[src/rtl/cda_pkg.sv]
// Shared types, codes and calendar tables for the date arithmetic block.
// No dependencies; imported by every module of the block.
`timescale 1ns / 1ps

package cda_pkg;

  // Command codes
  localparam logic [2:0] CMD_LOAD         = 3'd0;
  localparam logic [2:0] CMD_ADD_DAYS     = 3'd1;
  localparam logic [2:0] CMD_ADD_MONTHS   = 3'd2;
  localparam logic [2:0] CMD_ADD_YEARS    = 3'd3;
  localparam logic [2:0] CMD_NEXT_WORKDAY = 3'd4;
  localparam logic [2:0] CMD_NEXT_SUNDAY  = 3'd5;

  // Status codes
  localparam logic [1:0] ST_OK        = 2'd0;
  localparam logic [1:0] ST_BAD_LOAD  = 2'd1;
  localparam logic [1:0] ST_NO_REACH  = 2'd2;
  localparam logic [1:0] ST_PRE_EPOCH = 2'd3;

  // Calendar limits
  localparam logic [13:0] YEAR_MIN   = 14'd1;
  localparam logic [13:0] YEAR_MAX   = 14'd9999;
  localparam logic [13:0] EPOCH_YEAR = 14'd1970;
  // Leap years before the epoch (477), plus one for the 1-based day of year,
  // less the weekday of the epoch (4)
  localparam logic [13:0] WEEK_BIAS  = 14'd474;

  // Multiplier constants: inverse of 25 mod 2^14 and its divisibility limit,
  // reciprocals of 100 (scale 2^19) and 7 (scale 2^16)
  localparam logic [13:0] INV25     = 14'd7209;
  localparam logic [13:0] INV25_LIM = 14'd655;
  localparam logic [13:0] RECIP100  = 14'd5243;
  localparam logic [13:0] RECIP7    = 14'd9363;

  typedef enum logic [3:0] {
    S_IDLE, S_DISP,
    S_SH0, S_SH1, S_SH2, S_SH3, S_SH4,
    S_WK0, S_WK1, S_WK2, S_WK3,
    S_OUT
  } state_t;

  typedef enum logic [1:0] {
    MUL_LEAP, MUL_DIV100, MUL_MOD7
  } mul_op_t;

  typedef struct packed {
    logic       leap;
    logic [6:0] q100;
    logic [2:0] rem7;
  } mul_res_t;

  // Days before the first of a month in a common year
  function automatic logic [8:0] month_start(input logic [3:0] m);
    logic [8:0] r;
    case (m)
      4'd1:    r = 9'd0;
      4'd2:    r = 9'd31;
      4'd3:    r = 9'd59;
      4'd4:    r = 9'd90;
      4'd5:    r = 9'd120;
      4'd6:    r = 9'd151;
      4'd7:    r = 9'd181;
      4'd8:    r = 9'd212;
      4'd9:    r = 9'd243;
      4'd10:   r = 9'd273;
      4'd11:   r = 9'd304;
      4'd12:   r = 9'd334;
      default: r = 9'd0;
    endcase
    return r;
  endfunction

  // Length of a month; codes outside 1..12 read as 31
  function automatic logic [4:0] month_len(input logic [3:0] m, input logic leap);
    logic [4:0] r;
    case (m)
      4'd2:                     r = leap ? 5'd29 : 5'd28;
      4'd4, 4'd6, 4'd9, 4'd11:  r = 5'd30;
      default:                  r = 5'd31;
    endcase
    return r;
  endfunction

  // Day of year, 1-based
  function automatic logic [8:0] ordinal(input logic [3:0] m, input logic [4:0] d,
                                         input logic leap);
    logic [8:0] r;
    r = month_start(m) + {4'd0, d};
    if (m > 4'd2 && leap) begin
      r = r + 9'd1;
    end
    return r;
  endfunction

endpackage

[src/rtl/cda_shared_mul.sv]
// Shared constant multiplier: leap test, year/100 and remainder mod 7.
// Depends on cda_pkg.
`timescale 1ns / 1ps

module cda_shared_mul (
  input  cda_pkg::mul_op_t  op,
  input  logic [13:0]       operand,
  output cda_pkg::mul_res_t res
);
  import cda_pkg::*;

  logic [13:0] coef;
  logic [27:0] prod;
  logic [11:0] q7;

  // Pick the constant for this use
  always_comb begin
    case (op)
      MUL_LEAP:   coef = INV25;
      MUL_DIV100: coef = RECIP100;
      MUL_MOD7:   coef = RECIP7;
      default:    coef = INV25;
    endcase
  end

  assign prod = {14'd0, operand} * {14'd0, coef};
  assign q7   = prod[27:16];

  // Divisible by 25 when the inverse product stays under the limit
  assign res.leap = (operand[1:0] == 2'd0) &&
                    (!(prod[13:0] <= INV25_LIM) || (operand[3:0] == 4'd0));
  assign res.q100 = prod[25:19];
  // operand - 7q = operand - 8q + q, which is exact in three bits
  assign res.rem7 = operand[2:0] + q7[2:0];

endmodule

[src/rtl/calendar_date_arithmetic.sv]
// Top level of the Gregorian date arithmetic block: sequencer and date state.
// Depends on cda_pkg and cda_shared_mul.
`timescale 1ns / 1ps
//
// Holds one date (reset 2001-01-01). Each input transaction carries a command
// (load, add days, add months, add years, next workday, next Sunday) with an
// amount and load fields; each produces exactly one output transaction with
// the new date, its weekday and a status code.
// Both channels use valid/ready. in_ready is high only while the sequencer is
// idle, so a new command is taken only after the previous one has gone to the
// output register. The time until out_valid rises is set by the month walk
// (one month per cycle, up to twelve) and by the weekday evaluation, states
// S_WK0 to S_WK3 with three passes through the one shared multiplier.
// The result sits in an output register: the sequencer takes the next command
// while a result waits, and only holds in its last step if the previous
// result has not yet been taken. A stalled result stays stable.
// Reset is synchronous, active low: date back to 2001-01-01, output empty.
//
module calendar_date_arithmetic (
  input  logic                clk,
  input  logic                rst_n,
  input  logic                in_valid,
  output logic                in_ready,
  input  logic [2:0]          in_command,
  input  logic signed [10:0]  in_amount,
  input  logic [13:0]         in_load_year,
  input  logic [3:0]          in_load_month,
  input  logic [4:0]          in_load_day,
  output logic                out_valid,
  input  logic                out_ready,
  output logic [13:0]         out_year_now,
  output logic [3:0]          out_month_now,
  output logic [4:0]          out_day_now,
  output logic [2:0]          out_weekday,
  output logic [1:0]          out_status
);
  import cda_pkg::*;

  state_t state_r, state_nxt;
  logic [13:0] y_r, y_nxt;
  logic [3:0]  m_r, m_nxt;
  logic [4:0]  d_r, d_nxt;
  logic        out_valid_r, out_valid_nxt;
  logic        pre_r, pre_nxt;

  logic [2:0]         cmd_r, cmd_nxt;
  logic signed [10:0] amt_r, amt_nxt;
  logic [13:0]        ldy_r, ldy_nxt;
  logic [3:0]         ldm_r, ldm_nxt;
  logic [4:0]         ldd_r, ldd_nxt;
  logic [1:0]         status_r, status_nxt;
  logic [2:0]         wd_r, wd_nxt;
  logic [13:0]        wy_r, wy_nxt;
  logic signed [11:0] doy_r, doy_nxt;
  logic [3:0]         mm_r, mm_nxt;
  logic signed [10:0] n_r, n_nxt;
  logic               lp_r, lp_nxt;
  logic               lpn_r, lpn_nxt;
  logic               lpp_r, lpp_nxt;
  logic [6:0]         q100_r, q100_nxt;
  logic [13:0]        v_r, v_nxt;
  logic [13:0]        oy_r, oy_nxt;
  logic [3:0]         om_r, om_nxt;
  logic [4:0]         od_r, od_nxt;
  logic [2:0]         owd_r, owd_nxt;
  logic [1:0]         ost_r, ost_nxt;

  mul_op_t     mop;
  logic [13:0] mopnd;
  mul_res_t    mres;

  cda_shared_mul u_mul (
    .op      (mop),
    .operand (mopnd),
    .res     (mres)
  );

  // Month arithmetic candidates
  logic signed [11:0] mt;
  logic               mon_ok;
  logic [13:0]        mny;
  logic [3:0]         mnm;
  // Year arithmetic candidate
  logic signed [15:0] yt;
  // Day shift lengths
  logic signed [11:0] len_here, len_next, len_prev;
  logic [4:0]         walk_len;
  logic [2:0]         w;

  always_comb begin
    mt  = $signed({8'd0, m_r}) + $signed({amt_r[10], amt_r});
    mon_ok = 1'b1;
    mny = y_r;
    mnm = m_r;
    if (mt >= 12'sd13 && mt <= 12'sd24) begin
      mny = y_r + 14'd1;
      mnm = 4'(mt - 12'sd12);
      mon_ok = (y_r < YEAR_MAX);
    end else if (mt >= -12'sd11 && mt <= 12'sd0) begin
      mny = y_r - 14'd1;
      mnm = 4'(mt + 12'sd12);
      mon_ok = (y_r > YEAR_MIN);
    end else if (mt < 12'sd1 || mt > 12'sd12) begin
      mon_ok = 1'b0;
    end else begin
      mnm = 4'(mt);
    end
  end

  assign yt       = $signed({2'd0, y_r}) + $signed({{5{amt_r[10]}}, amt_r});
  assign len_here = lp_r  ? 12'sd366 : 12'sd365;
  assign len_next = lpn_r ? 12'sd366 : 12'sd365;
  assign len_prev = lpp_r ? 12'sd366 : 12'sd365;
  assign walk_len = month_len(mm_r, lp_r);
  assign w        = mres.rem7;

  // Sequencer: next state and datapath updates
  always_comb begin
    state_nxt     = state_r;
    y_nxt         = y_r;
    m_nxt         = m_r;
    d_nxt         = d_r;
    out_valid_nxt = out_valid_r & ~out_ready;
    pre_nxt       = pre_r;
    cmd_nxt       = cmd_r;
    amt_nxt       = amt_r;
    ldy_nxt       = ldy_r;
    ldm_nxt       = ldm_r;
    ldd_nxt       = ldd_r;
    status_nxt    = status_r;
    wd_nxt        = wd_r;
    wy_nxt        = wy_r;
    doy_nxt       = doy_r;
    mm_nxt        = mm_r;
    n_nxt         = n_r;
    lp_nxt        = lp_r;
    lpn_nxt       = lpn_r;
    lpp_nxt       = lpp_r;
    q100_nxt      = q100_r;
    v_nxt         = v_r;
    oy_nxt        = oy_r;
    om_nxt        = om_r;
    od_nxt        = od_r;
    owd_nxt       = owd_r;
    ost_nxt       = ost_r;
    mop           = MUL_LEAP;
    mopnd         = y_r;

    case (state_r)
      S_IDLE: begin
        if (in_valid) begin
          cmd_nxt    = in_command;
          amt_nxt    = in_amount;
          ldy_nxt    = in_load_year;
          ldm_nxt    = in_load_month;
          ldd_nxt    = in_load_day;
          status_nxt = ST_OK;
          wd_nxt     = 3'd0;
          pre_nxt    = 1'b0;
          state_nxt  = S_DISP;
        end
      end

      S_DISP: begin
        state_nxt = S_WK0;
        case (cmd_r)
          CMD_LOAD: begin
            mopnd = ldy_r;
            if (ldy_r >= YEAR_MIN && ldy_r <= YEAR_MAX && ldm_r >= 4'd1 &&
                ldm_r <= 4'd12 && ldd_r >= 5'd1 &&
                ldd_r <= month_len(ldm_r, mres.leap)) begin
              y_nxt = ldy_r;
              m_nxt = ldm_r;
              d_nxt = ldd_r;
            end else begin
              status_nxt = ST_BAD_LOAD;
            end
          end
          CMD_ADD_DAYS: begin
            n_nxt     = amt_r;
            state_nxt = S_SH0;
          end
          CMD_ADD_MONTHS: begin
            if (mon_ok) begin
              y_nxt = mny;
              m_nxt = mnm;
              // Late days: back three, change month, forward three
              if (d_r > 5'd28) begin
                d_nxt     = d_r - 5'd3;
                n_nxt     = 11'sd3;
                state_nxt = S_SH0;
              end
            end else begin
              status_nxt = ST_NO_REACH;
            end
          end
          CMD_ADD_YEARS: begin
            mopnd = yt[13:0];
            if (yt >= 16'sd1 && yt <= 16'sd9999) begin
              y_nxt = yt[13:0];
              if (m_r == 4'd2 && d_r == 5'd29 && !mres.leap) begin
                m_nxt = 4'd3;
                d_nxt = 5'd1;
              end
            end else begin
              status_nxt = ST_NO_REACH;
            end
          end
          CMD_NEXT_WORKDAY, CMD_NEXT_SUNDAY: begin
            if (y_r < EPOCH_YEAR) begin
              status_nxt = ST_PRE_EPOCH;
              state_nxt  = S_OUT;
            end else begin
              pre_nxt = 1'b1;
            end
          end
          default: begin
          end
        endcase
      end

      // Day shift: leap flags of this, next and previous year
      S_SH0: begin
        mopnd     = y_r;
        lp_nxt    = mres.leap;
        doy_nxt   = $signed({3'd0, ordinal(m_r, d_r, mres.leap)}) +
                    $signed({n_r[10], n_r});
        state_nxt = S_SH1;
      end
      S_SH1: begin
        mopnd     = y_r + 14'd1;
        lpn_nxt   = mres.leap;
        state_nxt = S_SH2;
      end
      S_SH2: begin
        mopnd     = y_r - 14'd1;
        lpp_nxt   = mres.leap;
        state_nxt = S_SH3;
      end

      // Pick the target year or drop the command
      S_SH3: begin
        mm_nxt    = 4'd1;
        state_nxt = S_SH4;
        if (doy_r >= 12'sd1 && doy_r <= len_here) begin
          wy_nxt = y_r;
        end else if (doy_r > len_here && doy_r <= len_here + len_next &&
                     y_r < YEAR_MAX) begin
          wy_nxt  = y_r + 14'd1;
          doy_nxt = doy_r - len_here;
          lp_nxt  = lpn_r;
        end else if (doy_r < 12'sd1 && doy_r + len_prev >= 12'sd1 &&
                     y_r > YEAR_MIN) begin
          wy_nxt  = y_r - 14'd1;
          doy_nxt = doy_r + len_prev;
          lp_nxt  = lpp_r;
        end else begin
          status_nxt = ST_NO_REACH;
          state_nxt  = S_WK0;
        end
      end

      // Walk one month per cycle
      S_SH4: begin
        if (mm_r < 4'd12 && doy_r > $signed({7'd0, walk_len})) begin
          doy_nxt = doy_r - $signed({7'd0, walk_len});
          mm_nxt  = mm_r + 4'd1;
        end else begin
          y_nxt     = wy_r;
          m_nxt     = mm_r;
          d_nxt     = doy_r[4:0];
          state_nxt = S_WK0;
        end
      end

      // Weekday: leap flag of the current year
      S_WK0: begin
        mopnd  = y_r;
        lp_nxt = mres.leap;
        if (y_r < EPOCH_YEAR) begin
          if (status_r == ST_OK) begin
            status_nxt = ST_PRE_EPOCH;
          end
          wd_nxt    = 3'd0;
          state_nxt = S_OUT;
        end else begin
          state_nxt = S_WK1;
        end
      end
      S_WK1: begin
        mop       = MUL_DIV100;
        mopnd     = y_r - 14'd1;
        q100_nxt  = mres.q100;
        state_nxt = S_WK2;
      end
      // Value congruent mod 7 to the biased day count since the epoch, kept modulo 2^14
      S_WK2: begin
        mopnd = y_r - 14'd1;
        v_nxt = y_r - EPOCH_YEAR + {2'd0, mopnd[13:2]} - {7'd0, q100_r} +
                {9'd0, q100_r[6:2]} + {5'd0, ordinal(m_r, d_r, lp_r)} - WEEK_BIAS;
        state_nxt = S_WK3;
      end
      S_WK3: begin
        mop    = MUL_MOD7;
        mopnd  = v_r;
        wd_nxt = w;
        if (pre_r) begin
          pre_nxt   = 1'b0;
          state_nxt = S_SH0;
          if (cmd_r == CMD_NEXT_SUNDAY) begin
            n_nxt = {8'd0, 3'(3'd7 - w)};
          end else if (w == 3'd5) begin
            n_nxt = 11'sd3;
          end else if (w == 3'd6) begin
            n_nxt = 11'sd2;
          end else begin
            n_nxt = 11'sd1;
          end
        end else begin
          state_nxt = S_OUT;
        end
      end

      // Hand the result to the output register once it is free
      S_OUT: begin
        if (!out_valid_r || out_ready) begin
          oy_nxt        = y_r;
          om_nxt        = m_r;
          od_nxt        = d_r;
          owd_nxt       = wd_r;
          ost_nxt       = status_r;
          out_valid_nxt = 1'b1;
          state_nxt     = S_IDLE;
        end
      end

      default: begin
        state_nxt = S_IDLE;
      end
    endcase
  end

  // Control and date state
  always_ff @(posedge clk) begin
    if (!rst_n) begin
      state_r     <= S_IDLE;
      y_r         <= 14'd2001;
      m_r         <= 4'd1;
      d_r         <= 5'd1;
      out_valid_r <= 1'b0;
      pre_r       <= 1'b0;
    end else begin
      state_r     <= state_nxt;
      y_r         <= y_nxt;
      m_r         <= m_nxt;
      d_r         <= d_nxt;
      out_valid_r <= out_valid_nxt;
      pre_r       <= pre_nxt;
    end
  end

  // Working and payload registers
  always_ff @(posedge clk) begin
    cmd_r    <= cmd_nxt;
    amt_r    <= amt_nxt;
    ldy_r    <= ldy_nxt;
    ldm_r    <= ldm_nxt;
    ldd_r    <= ldd_nxt;
    status_r <= status_nxt;
    wd_r     <= wd_nxt;
    wy_r     <= wy_nxt;
    doy_r    <= doy_nxt;
    mm_r     <= mm_nxt;
    n_r      <= n_nxt;
    lp_r     <= lp_nxt;
    lpn_r    <= lpn_nxt;
    lpp_r    <= lpp_nxt;
    q100_r   <= q100_nxt;
    v_r      <= v_nxt;
    oy_r     <= oy_nxt;
    om_r     <= om_nxt;
    od_r     <= od_nxt;
    owd_r    <= owd_nxt;
    ost_r    <= ost_nxt;
  end

  assign in_ready      = (state_r == S_IDLE);
  assign out_valid     = out_valid_r;
  assign out_year_now  = oy_r;
  assign out_month_now = om_r;
  assign out_day_now   = od_r;
  assign out_weekday   = owd_r;
  assign out_status    = ost_r;

endmodule

[config.mk]
export PLATFORM = sky130hd
export DESIGN_NAME = calendar_date_arithmetic
export DESIGN_NICKNAME = d
export VERILOG_FILES = /design/src/rtl/cda_pkg.sv /design/src/rtl/cda_shared_mul.sv /design/src/rtl/calendar_date_arithmetic.sv
export SDC_FILE = /design/constraint.sdc
export NUM_CORES = 1
export LEC_CHECK = 0
export ABC_AREA = 1
export BUFFER_PORTS_ARGS = -buffer_cell sky130_fd_sc_hd__buf_2
export CORE_AREA = 2 2 200 202
export CTS_BUF_LIST = sky130_fd_sc_hd__clkbuf_4 sky130_fd_sc_hd__clkbuf_8
export DETAILED_ROUTE_END_ITERATION = 6
export DIE_AREA = 0 0 202 204
export GPL_TIMING_DRIVEN = 0
export PLACE_DENSITY_LB_ADDON = 0.05
export SLEW_MARGIN = 30
export SYNTH_ARGS = -nofsm -noshare
export SYNTH_HDL_FRONTEND = slang
export SYNTH_SLANG_ARGS = --single-unit
export TNS_END_PERCENT = 100
[constraint.sdc]
create_clock -name clk -period 11.7 [get_ports clk]
set_input_delay 1.755 -clock clk [delete_from_list [all_inputs] [get_ports clk]]
set_output_delay 1.755 -clock clk [all_outputs]
set_load 0.01 [all_outputs]
==> results.sh <==
export IMPL_status="finished, final reports clean"
export IMPL_clkLatencyLatePin_ns=0.58
export IMPL_crit_slowest_cell="fa_1"
export IMPL_synth_seq_cells=173
export IMPL_portBuffers=70
export IMPL_synthesis_nets=2908
export IMPL_slowest_delay_ns=0.53
export IMPL_synth_warnings=0
export IMPL_clk_path_buf_depth=2
export IMPL_num_rows=73
export IMPL_synth_cell_types=64
export IMPL_cts_tree="yes"
export IMPL_setup_viol=0
export IMPL_post_dp_hpwl_mm=52.99
export IMPL_synth_area_leaders="edfxtp_1 (21%), ha_1 (14%), fa_1 (13%), inv_1 (9.8%), nand2_1 (8.9%)"
export IMPL_netlist_area_leader_share=0.2101
export IMPL_cp_startpoint="cmd_r[2]"
export IMPL_clockRootBuffer="clkbuf_8"
export IMPL_path_common_cell="inv_1"
export IMPL_dieArea_mm2=0.04121
export IMPL_die_x_um=202
export IMPL_cts_hold_buf=0
export IMPL_overflow=0
export IMPL_worst_r2r_cell_count=49
export IMPL_wl_per_cell_um=19.90
export IMPL_nets=3000
export IMPL_start_kind="flop"
export IMPL_synth_flop_cell="edfxtp_1"
export IMPL_worstReg2RegStart="cmd_r[2]"
export IMPL_yosysSeqAreaShare=0.2495
export IMPL_max_freq_ghz=0.09190
export IMPL_drc=0
export IMPL_ant_nets=0
export IMPL_async_flop_share=0
export IMPL_path_class="reg -> reg"
export IMPL_grt_max_degree=25
export IMPL_routed_top_layer="met4"
export IMPL_clock_sinks=173
export IMPL_diodes=0
export IMPL_htreeDepth=4
export IMPL_maxCapViolations=0
export IMPL_via_per_inst=5.524
export IMPL_end_kind="flop"
export IMPL_gp_congestion=0.9889
export IMPL_die_h_um=204
export IMPL_min_period_ns=10.88
export IMPL_core_area_mm2=0.03918
export IMPL_path_max_fanout=13
export IMPL_clk_pin_slew_worst_paths_ns=0.09
export IMPL_grt_pass1_wl_mm=96.93
export IMPL_io_pins=71
export IMPL_r2r_slack_ns=0.82
export IMPL_syn_area_mm2=0.01929
export IMPL_gr_usage_all_layers=0.3135
export IMPL_relSlewSlack=0.3906
export IMPL_slew_viol_final=0
export IMPL_finalCritPeriodShare=0.9301
export IMPL_drt_met1_wl_mm=26.68
export IMPL_grt_antenna_before_repair=0
export IMPL_wl_mm=62.86
export IMPL_cts_buffers=17
export IMPL_area_delta_synth_final_pct=8.268
export IMPL_min_path_type="reg -> reg"
export IMPL_cp_arrival_ns=11.35
export IMPL_grt_pass1_vias=16992
export IMPL_yosys_area_top_type="edfxtp_1"
export IMPL_drive_above_1_share=0.06872
export IMPL_initialDrtViolationCount=1337
export IMPL_fin_skew_ns=0.02752
export IMPL_holdWs_ns=0.4724
export IMPL_drtPass1Iterations=6
export IMPL_synthCells=2529
export IMPL_tightest_slew_ns=0.9141
export IMPL_vias=17449
export IMPL_required_ns=12.17
export IMPL_synth_edf_count=135
export IMPL_wl_met2_mm=30.36
export IMPL_met3WireLength_mm=3.560
export IMPL_syn_avg_cell_area_um2=7.629
export IMPL_hold_viol=0
export IMPL_initial_utilization=0.4924
[cell usage in the layout (no fill, tap or decap), types with 5 or more instances in the layout]
cell type  instances
xnor2_1           19
ha_1             214
nand2_1          457
buf_2             74
inv_1            502
a21oi_1          127
o211ai_1          31
nand4_1           26
or2_2              5
nand3b_1           6
clkbuf_1          43
fa_1             124
nor2_2            11
o2111ai_1          5
o22ai_1            7
xor2_1            59
a21o_1             6
o21ai_1           11
clkinv_1           6
dfxtp_1           36
o21ai_2            6
bufinv_16          5
inv_2             11
nand3_1          162
clkbuf_8          17
edfxtp_1         135
nand2_2            7
a31oi_1            9
nor4_1            12
nor2_1           231
nor3_1            25
o21ai_0          155
o221ai_1           7
[flip-flops by register name, indices dropped and copies added, names as in the netlist, 4 cells and up, named ones only]
register	count
n_r	11
out_month_now	4
ldd_r	5
amt_r	11
q100_r	7
wy_r	14
out_day_now	5
ldy_r	14
mm_r	4
v_r	14
state_r	4
out_year_now	14
d_r	5
ldm_r	4
doy_r	12
y_r	14
m_r	4
[stage by stage]
stage | std cells | TNS [ns] | setup WS [ns] | instance area, um^2 | utilization
floorplan | 2529 | 0 | 2.621 | 19290 | -
global placement | 3124 | 0 | 0.2150 | 20300 | 0.5181
detailed placement | 3128 | 0 | 0.1683 | 20390 | 0.5205
CTS | 3160 | 0 | 0.1188 | 20850 | 0.5321
global route | 3159 | -0.004719 | -0.004719 | 20890 | 0.5331
finish | 3159 | 0 | 0.8182 | 20890 | 0.5331
[layout make-up]
cell class	instances	area, um^2
flip-flops and latches	173	4817
inverters	521	1962
fillers	3874	18290
clock inverters	14	215.2
clock buffers	18	241.5
multi-input cells	1779	12350
plain buffers	55	234.0
repair buffers	74	411.6
well taps	525	656.9
[repair_timing]
| action | in CTS | in global routing |
|---|---|---|
| endpoints found under the setup margin | 0 | 17 |
| setup buffers | 0 | 0 |
| resized for setup | 0 | 18 |
[kinds of logic after synthesis]
| logic type | after synthesis | share of synthesized area |
|---|---|---|
| AOI/OAI and AO/OA | 398 | 0.1177 |
| xor gates and xnor gates | 78 | 0.03541 |
| adders and majority gates | 338 | 0.2674 |
| buffers and inverters | 577 | 0.1137 |
| DFF | 173 | 0.2495 |
| and+or+nand+nor | 965 | 0.2163 |
[worst min-delay path by stage]
stage	start	endpoint	slack, ns	depth (start not counted)
4_1_cts	pre_r	pre_r	0.48	2
3_5_place_dp	pre_r	pre_r	0.46	2
3_3_place_gp	y_r[13]	out_year_now[13]	0.45	0
5_1_grt	pre_r	pre_r	0.50	2
6_report	pre_r	pre_r	0.47	2
2_1_floorplan	wd_r[0]	out_weekday[0]	0.40	0
[worst max-delay path: cells and delay by family (launching register included)]
kind / cells / cell delay [ns]
flops: 1 / 0.51
simple gates: 24 / 3.46
compound gates: 7 / 2.11
buf+inv: 9 / 1.06
fa+ha+maj: 9 / 3.62
[layer usage]
layer	up-vias	track usage
met1	8336	0.4031
li1	8393	-
met2	590	0.5341
met4	0	0.1195
met3	130	0.04672
met5	-	0
[cell usage after synthesis (19+ instances only)]
library cell / count
a21oi_1: 128
nor3_1: 25
edfxtp_1: 135
nand2_1: 458
clkbuf_1: 44
nand3_1: 162
o211ai_1: 31
fa_1: 124
nor2_1: 236
dfxtp_1: 38
xnor2_1: 19
ha_1: 214
o21ai_0: 159
inv_1: 502
xor2_1: 59
nand4_1: 26
Power is not shown: default switching activity piles up to over one toggle a cycle in this logic, so the estimate is an artifact.
